### config.mk
export PLATFORM = sky130hd
export DESIGN_NAME = life_generation_row_stencil_core
export DESIGN_NICKNAME = d
export VERILOG_FILES = /design/src/rtl/lgrs_pkg.sv /design/src/rtl/lgrs_lane.sv /design/src/rtl/lgrs_ofifo.sv /design/src/rtl/life_generation_row_stencil_core.sv
export SDC_FILE = /design/constraint.sdc
export NUM_CORES = 1
export LEC_CHECK = 0
export ABC_AREA = 1
export BUFFER_PORTS_ARGS = -buffer_cell sky130_fd_sc_hd__buf_2
export CAP_MARGIN = 20
export CORE_AREA = 5 5 298 300
export CTS_BUF_LIST = sky130_fd_sc_hd__clkbuf_8
export DETAILED_ROUTE_END_ITERATION = 7
export DIE_AREA = 0 0 303 305
export GPL_TIMING_DRIVEN = 0
export SLEW_MARGIN = 20
export SYNTH_ARGS = -nofsm -noshare
export SYNTH_HDL_FRONTEND = slang
export SYNTH_HIERARCHICAL = 1
export SYNTH_SLANG_ARGS = --single-unit
### constraint.sdc
create_clock -name clk -period 16.7 [get_ports clk]
set_clock_uncertainty 0.05 [all_clocks]
set_input_delay 2.505 -clock clk [delete_from_list [all_inputs] [get_ports clk]]
set_output_delay 2.505 -clock clk [all_outputs]
set_load 0.05 [all_outputs]
### src/rtl/lgrs_pkg.sv
// ----------------------------------------------------------------------------
// lgrs_pkg
// Shared types and constants of the Life row stencil core.
// ----------------------------------------------------------------------------
`default_nettype none

package lgrs_pkg;

  localparam int MAX_COLS   = 64;
  localparam int LANES      = 8;
  localparam int LANE_W     = MAX_COLS / LANES;
  localparam int WIN_W      = LANE_W + 2;
  localparam int FIFO_DEPTH = 4;
  localparam int PTR_W      = $clog2(FIFO_DEPTH);
  localparam int CNT_W      = $clog2(FIFO_DEPTH + 1);
  localparam int GEN_W      = 17;

  localparam logic [GEN_W-1:0] GEN_SAT = GEN_W'(65536);

  // register index, taken from paddr[2]
  localparam logic REG_NUM_COLS  = 1'b0;
  localparam logic REG_GEN_LIMIT = 1'b1;

  typedef struct packed {
    logic [MAX_COLS-1:0] row_bits;
    logic                last_row;
  } in_t;

  typedef struct packed {
    logic [MAX_COLS-1:0] next_row;
    logic                frame_end;
    logic                all_dead;
    logic                limit_reached;
  } out_t;

  // words handed to the output queue in one cycle
  typedef struct packed {
    logic [1:0] num;
    out_t       d0;
    out_t       d1;
  } push_t;

endpackage

`default_nettype wire

### src/rtl/lgrs_lane.sv
// ----------------------------------------------------------------------------
// lgrs_lane
// B3/S23 rule for one slice of LANE_W columns from three row windows.
// ----------------------------------------------------------------------------
`default_nettype none

module lgrs_lane
  import lgrs_pkg::*;
(
  input  wire logic [WIN_W-1:0]  up_win,
  input  wire logic [WIN_W-1:0]  mid_win,
  input  wire logic [WIN_W-1:0]  low_win,
  input  wire logic [LANE_W-1:0] inner,
  output logic      [LANE_W-1:0] cells
);

  always_comb begin
    logic [3:0] k;
    for (int c = 0; c < LANE_W; c++) begin
      // window bit c+1 is this lane's cell c
      k = 4'(up_win[c]) + 4'(up_win[c+1]) + 4'(up_win[c+2])
        + 4'(mid_win[c]) + 4'(mid_win[c+2])
        + 4'(low_win[c]) + 4'(low_win[c+1]) + 4'(low_win[c+2]);
      cells[c] = inner[c] & ((k == 4'd3) | ((k == 4'd2) & mid_win[c+1]));
    end
  end

endmodule

`default_nettype wire

### src/rtl/lgrs_ofifo.sv
// ----------------------------------------------------------------------------
// lgrs_ofifo
// Small result queue: takes up to two words a cycle, gives one.
// ----------------------------------------------------------------------------
`default_nettype none

module lgrs_ofifo
  import lgrs_pkg::*;
(
  input  wire logic  clk,
  input  wire logic  rst,
  input  wire push_t push,
  output logic       room,
  output logic       res_valid,
  input  wire logic  res_ready,
  output out_t       res_word
);

  out_t             mem [FIFO_DEPTH];
  logic [PTR_W-1:0] wr_ptr;
  logic [PTR_W-1:0] rd_ptr;
  logic [CNT_W-1:0] count;
  logic             pop;

  assign pop       = res_valid & res_ready;
  assign res_valid = (count != '0);
  assign res_word  = mem[rd_ptr];
  // room for the two words that a last row may bring
  assign room      = (count <= CNT_W'(FIFO_DEPTH - 2));

  always_ff @(posedge clk) begin
    if (push.num != 2'd0) begin
      mem[wr_ptr] <= push.d0;
    end
    if (push.num == 2'd2) begin
      mem[wr_ptr + PTR_W'(1)] <= push.d1;
    end
  end

  always_ff @(posedge clk) begin
    if (rst) begin
      wr_ptr <= '0;
      rd_ptr <= '0;
      count  <= '0;
    end else begin
      wr_ptr <= wr_ptr + PTR_W'(push.num);
      if (pop) begin
        rd_ptr <= rd_ptr + PTR_W'(1);
      end
      count <= count + CNT_W'(push.num) - CNT_W'(pop);
    end
  end

endmodule

`default_nettype wire

### src/rtl/life_generation_row_stencil_core.sv
// Life generation row stencil core (B3/S23).
// Throughput: one row word per cycle while row_ready is high; a last row
// yields two result words (one if first in its frame); words queue on accept.
// Eight lanes of LANE_W columns cover the 64-bit row in the accept cycle.
// Reset (rst, synchronous): row history, counters and queue clear;
// num_cols returns to 64 and gen_limit to 1000.
// ----------------------------------------------------------------------------
// life_generation_row_stencil_core
// Streams rows in, emits the next generation one row behind, plus frame end.
// ----------------------------------------------------------------------------
`default_nettype none

module life_generation_row_stencil_core
  import lgrs_pkg::*;
(
  input  wire logic        clk,
  input  wire logic        rst,
  input  wire logic        psel,
  input  wire logic        penable,
  input  wire logic        pwrite,
  input  wire logic [2:0]  paddr,
  input  wire logic [31:0] pwdata,
  output logic      [31:0] prdata,
  output logic             pready,
  input  wire logic        row_valid,
  output logic             row_ready,
  input  wire in_t         row_word,
  output logic             res_valid,
  input  wire logic        res_ready,
  output out_t             res_word
);

  logic [6:0]          num_cols;
  logic [15:0]         gen_limit;
  logic [MAX_COLS-1:0] upper_row;
  logic [MAX_COLS-1:0] middle_row;
  logic [1:0]          rows_seen;
  logic                any_alive;
  logic [GEN_W-1:0]    generation_count;

  logic                acc;
  logic                wr_en;
  logic [6:0]          eff_cols;
  logic [MAX_COLS-1:0] wmask;
  logic [MAX_COLS-1:0] inner;
  logic [MAX_COLS-1:0] cur;
  logic [MAX_COLS+1:0] up_pad;
  logic [MAX_COLS+1:0] mid_pad;
  logic [MAX_COLS+1:0] low_pad;
  logic [MAX_COLS-1:0] nx;
  logic                nx_any;
  logic [GEN_W-1:0]    gen_next;
  out_t                row_res;
  out_t                end_res;
  push_t               push;
  logic                room;

  // config port
  assign pready = 1'b1;
  assign wr_en  = psel & penable & pwrite;

  always_ff @(posedge clk) begin
    if (rst) begin
      num_cols  <= 7'd64;
      gen_limit <= 16'd1000;
    end else if (wr_en) begin
      case (paddr[2])
        REG_NUM_COLS:  num_cols  <= pwdata[6:0];
        REG_GEN_LIMIT: gen_limit <= pwdata[15:0];
        default: ;
      endcase
    end
  end

  always_comb begin
    case (paddr[2])
      REG_NUM_COLS:  prdata = {25'd0, num_cols};
      REG_GEN_LIMIT: prdata = {16'd0, gen_limit};
      default:       prdata = '0;
    endcase
  end

  // width in use, held to MAX_COLS
  assign eff_cols = (num_cols > 7'(MAX_COLS)) ? 7'(MAX_COLS) : num_cols;

  // column masks: in use below the width, interior excludes both edges
  always_comb begin
    for (int c = 0; c < MAX_COLS; c++) begin
      wmask[c] = (eff_cols > 7'(c));
      inner[c] = (c != 0) && (eff_cols > 7'(c + 1));
    end
  end

  assign acc     = row_valid & row_ready;
  assign cur     = row_word.row_bits & wmask;
  assign up_pad  = {1'b0, upper_row, 1'b0};
  assign mid_pad = {1'b0, middle_row, 1'b0};
  assign low_pad = {1'b0, cur, 1'b0};

  for (genvar l = 0; l < LANES; l++) begin : g_lane
    lgrs_lane u_lane (
      .up_win  (up_pad[l*LANE_W +: WIN_W]),
      .mid_win (mid_pad[l*LANE_W +: WIN_W]),
      .low_win (low_pad[l*LANE_W +: WIN_W]),
      .inner   (inner[l*LANE_W +: LANE_W]),
      .cells   (nx[l*LANE_W +: LANE_W])
    );
  end

  // merge: lanes concatenate into nx, alive flag folds over all of them
  assign nx_any   = |nx;
  assign gen_next = (generation_count < GEN_SAT) ? generation_count + GEN_W'(1)
                                                 : generation_count;

  always_comb begin
    row_res          = '0;
    row_res.next_row = (rows_seen == 2'd1) ? '0 : nx;

    end_res               = '0;
    end_res.frame_end     = 1'b1;
    end_res.all_dead      = ~(any_alive | ((rows_seen == 2'd2) & nx_any));
    end_res.limit_reached = (gen_next > {1'b0, gen_limit});

    push = '0;
    if (rows_seen != 2'd0) begin
      push.d0  = row_res;
      push.d1  = end_res;
      push.num = row_word.last_row ? 2'd2 : 2'd1;
    end else begin
      push.d0  = end_res;
      push.d1  = end_res;
      push.num = row_word.last_row ? 2'd1 : 2'd0;
    end
    if (!acc) begin
      push.num = 2'd0;
    end
  end

  always_ff @(posedge clk) begin
    if (rst) begin
      upper_row        <= '0;
      middle_row       <= '0;
      rows_seen        <= '0;
      any_alive        <= 1'b0;
      generation_count <= '0;
    end else if (acc) begin
      if (row_word.last_row) begin
        upper_row        <= '0;
        middle_row       <= '0;
        rows_seen        <= '0;
        any_alive        <= 1'b0;
        generation_count <= gen_next;
      end else begin
        upper_row  <= middle_row;
        middle_row <= cur;
        if (rows_seen != 2'd2) begin
          rows_seen <= rows_seen + 2'd1;
        end
        if ((rows_seen == 2'd2) && nx_any) begin
          any_alive <= 1'b1;
        end
      end
    end
  end

  assign row_ready = room;

  lgrs_ofifo u_ofifo (
    .clk       (clk),
    .rst       (rst),
    .push      (push),
    .room      (room),
    .res_valid (res_valid),
    .res_ready (res_ready),
    .res_word  (res_word)
  );

  a_last_gives_result: assert property (@(posedge clk) disable iff (rst)
    acc && row_word.last_row |=> res_valid)
    else $error("last row accepted but no result queued");

  a_two_only_on_last: assert property (@(posedge clk) disable iff (rst)
    push.num == 2'd2 |-> acc && row_word.last_row && rows_seen != 2'd0)
    else $error("double push without a last row");

  a_gen_saturates: assert property (@(posedge clk) disable iff (rst)
    generation_count <= GEN_SAT)
    else $error("generation count past saturation");

  a_history_clears: assert property (@(posedge clk) disable iff (rst)
    acc && row_word.last_row |=> rows_seen == 2'd0 && !any_alive)
    else $error("frame state not cleared at frame end");

endmodule

`default_nettype wire

==> results.md <==
* RSZ-0062 raised after global routing: no
* IO Count at 209
* Sw frac at 43.3%
* CP arrival at 6.77 ns
* Seq/Total Area, Yosys at 34.2%
* Worst-Skew Late Latency at 0.68 ns
* Most instantiated cells after synthesis: nand2_1, inv_1, nor2_1, o21ai_0, edfxtp_1
* Pre-antenna DRT Iters at 6
* CP required at 17.16 ns
* Synth top area share at 23.6%
* CP startpoint kind: flop
* Lkg Pwr at 17.3 nW
* Full die area at 92400 um2
* Total congestion overflow at 0
* Area contributors post-synth: edfxtp_1, fa_1, dfxtp_1
* IO Port Bufs at 173
* First-pass GRT wire length at 158000 um
* CTS max path bufs at 3
* Die W at 303 um
* Gate power share at 41.5%
* TritonCTS clock tree: yes
* WL/cell at 17.2 um
* Share of cells above drive strength 1 at 8.57%
* Clk root buf: clkbuf_8
* Number of synthesized register bits at 448
* Power share of the sequential group at 32.3%
* Cell with the most instances after synthesis: nand2_1
* Max-slew headroom at 31.0%
* Hold Fails Final Rpt at 0
* Initial drt markers at 2125
* Worst setup EP type: flop
* Nets at 5279
* Post-synthesis cell type count at 43
* Worst min path class: reg2reg
* Pwr/cell area at 106 nW/um2
* Synth Instances at 4345
* Core area at 85900 um2
* Outcome: completed
* Utilization after layout at 44.9%
* Setup TNS at 0 ns
* Clock transition at path regs at 0.06 ns
* Final min period at 6.30 ns
* Overall Global Routing Usage at 21.8%
* Routed via count at 28500
* Slew Limit Fails at 0
* MaxCap Viol Count at 0
* Crit path max fanout at 6
* Reg area at 11700 um2
* Rows at 108
* Clock sink count at 448
* Vias in the first global route at 28200
* RePlAce Congestion at 0.880
* TritonCTS buffer count at 81
* Final ANT Viol Nets at 0
* Post-synthesis async set-or-reset flop share at 0%
* Post-Syn Area at 34100 um2
* Worst VDD drop at 0.0709 mV
* EDFF count, synth at 268
* Crit path kind: reg2reg
* Fillers at 8808
* Mean area per synthesized cell at 7.84 um2
* Ys Warns at 6
* DRC Markers at 0
* Initial antenna violation count at 8
* Post-CTS setup buffer count at 0
* Synth Flop Type: edfxtp_1
* H-tree levels at 3
* Footprint of the multi-input gates at 18500 um2
* Dpl hpwl at 79100 um
* Slew @ Worst Pin at 1.03 ns
* Die height at 305 um
* Routed WL at 102000 um
* Largest net degree at the start of global routing at 42
* Psw at 1.77 mW
* Cell-internal power at 2.32 mW
* Period utilisation layout at 37.7%
* Peak Freq at 0.159 GHz
* Starting density of the core at 39.7%
* Post-CTS resize count at 0
* CTS Hold Bufs at 0
* Cell taking the most area after synthesis: edfxtp_1
* Final setup vio count at 0
* P&R area growth vs syn at 13.2%
* Via-to-Cell Ratio at 4.80
* Clock Power Share at 26.2%
critical path, stage by stage, from the launching register on:
cell	delay, ns
dfxtp_1	0.51
inv_2	0.12
o21ai_1	0.15
inv_1	0.06
nor2_1	0.78
inv_1	0.38
o21ai_1	0.39
nor2_1	0.18
fa_1	0.48
fa_1	0.51
inv_1	0.05
fa_1	0.39
fa_1	0.49
inv_1	0.04
nand4_1	0.08
nor2_1	0.08
nor4_1	0.28
nand4_1	0.17
nor2_1	0.27
nand2_1	0.10
nand2_1	0.10
nand2_1	0.09
nor2_1	0.22
nand2_1	0.08
o21ai_0	0.08
per-stage QoR:
step,cells,power [mW],worst slack (ns),instance area [um2],hold slack (ns)
global route,5920,4.37,10.03,38600,0.452
global placement,5761,3.02,2.78,36700,0.411
detailed placement,5770,3.05,9.86,36900,0.413
CTS,5918,4.13,10.44,38500,0.424
finish,5923,4.10,10.40,38600,0.419
floorplan,4433,2.53,7.78,34400,0.395
per-layer routing:
metal / part of all wire, % / global-route usage, % / wire (um)
met5: 0.013 / 0 / 13
met4: 3.5 / 7.91 / 3570
met3: 6.1 / 3.16 / 6180
met2: 47 / 36.4 / 47700
met1: 44 / 29.0 / 44500
area by class of cell:
type                            count  share of cell area (%)
Timing Repair Buffer              182                    2.61
Sequential cell                   448                    30.2
Buffer                            178                    2.38
Multi-Input combinational cell   2902                    47.9
Clock buffer                       87                    3.11
Inverter                          905                    8.81
Tap cell                         1155                    3.75
Clock inverter                     61                    1.18
Antenna cell                        5                  0.0324
final timing paths:
kind / startpoint / endpoint / slack, ns / cells after the start
worst max-delay path: num_cols[6]$_SDFFE_PP1P_ / u_ofifo/mem[1][1]$_DFFE_PP_ / 10.40 / 24
worst min-delay path: generation_count[13]$_SDFFE_PP0P_ / generation_count[13]$_SDFFE_PP0P_ / 0.42 / 2
worst max register to register: num_cols[6]$_SDFFE_PP1P_ / u_ofifo/mem[1][1]$_DFFE_PP_ / 10.40 / 24
worst min register to register: generation_count[13]$_SDFFE_PP0P_ / generation_count[13]$_SDFFE_PP0P_ / 0.42 / 2
power by group through the flow:
stage	clock (mW)	combinational, mW	sequential (mW)
after floorplan	0	1.19	1.34
final	1.07	1.70	1.32
after CTS	1.09	1.71	1.32
after detailed placement	0	1.70	1.35
after global routing	1.14	1.89	1.33
after global placement	0	1.67	1.36
registers in the layout, summed over array words and instances (netlist names), named ones only:
name              flops
u_ofifo/count         3
rows_seen             2
gen_limit            16
num_cols              7
u_ofifo/mem         268
u_ofifo/rd_ptr        2
upper_row            64
u_ofifo/wr_ptr        2
generation_count     17
any_alive             1
middle_row           64
cells by family (layout without fill, tap and decap cells):
kind of cell	count (synthesis)	count (layout)	synth area share, %
flops	448	448	34.2
fa+ha+maj	474	474	23.1
compound gates	807	807	12.4
simple gates	1518	1518	17.3
xor+xnor	13	13	0.334
buf+inv	1083	1413	12.7
other cells	2	95	0.0220
cell usage in the layout (no fill, tap or decap), types with 20 or more instances in the layout:
master	Yosys	routed
clkbuf_8	0	87
nand4_1	20	20
o21ai_1	171	171
ha_1	217	217
buf_6	19	22
nand2_1	954	951
o22ai_1	71	71
dfxtp_1	180	180
edfxtp_1	268	268
o21ai_0	289	289
buf_2	27	200
nor2_1	480	480
a21oi_1	245	245
fa_1	257	257
inv_1	884	910
clkbuf_1	105	105
conb_1	2	90
(Power assumes the default switching activity.)
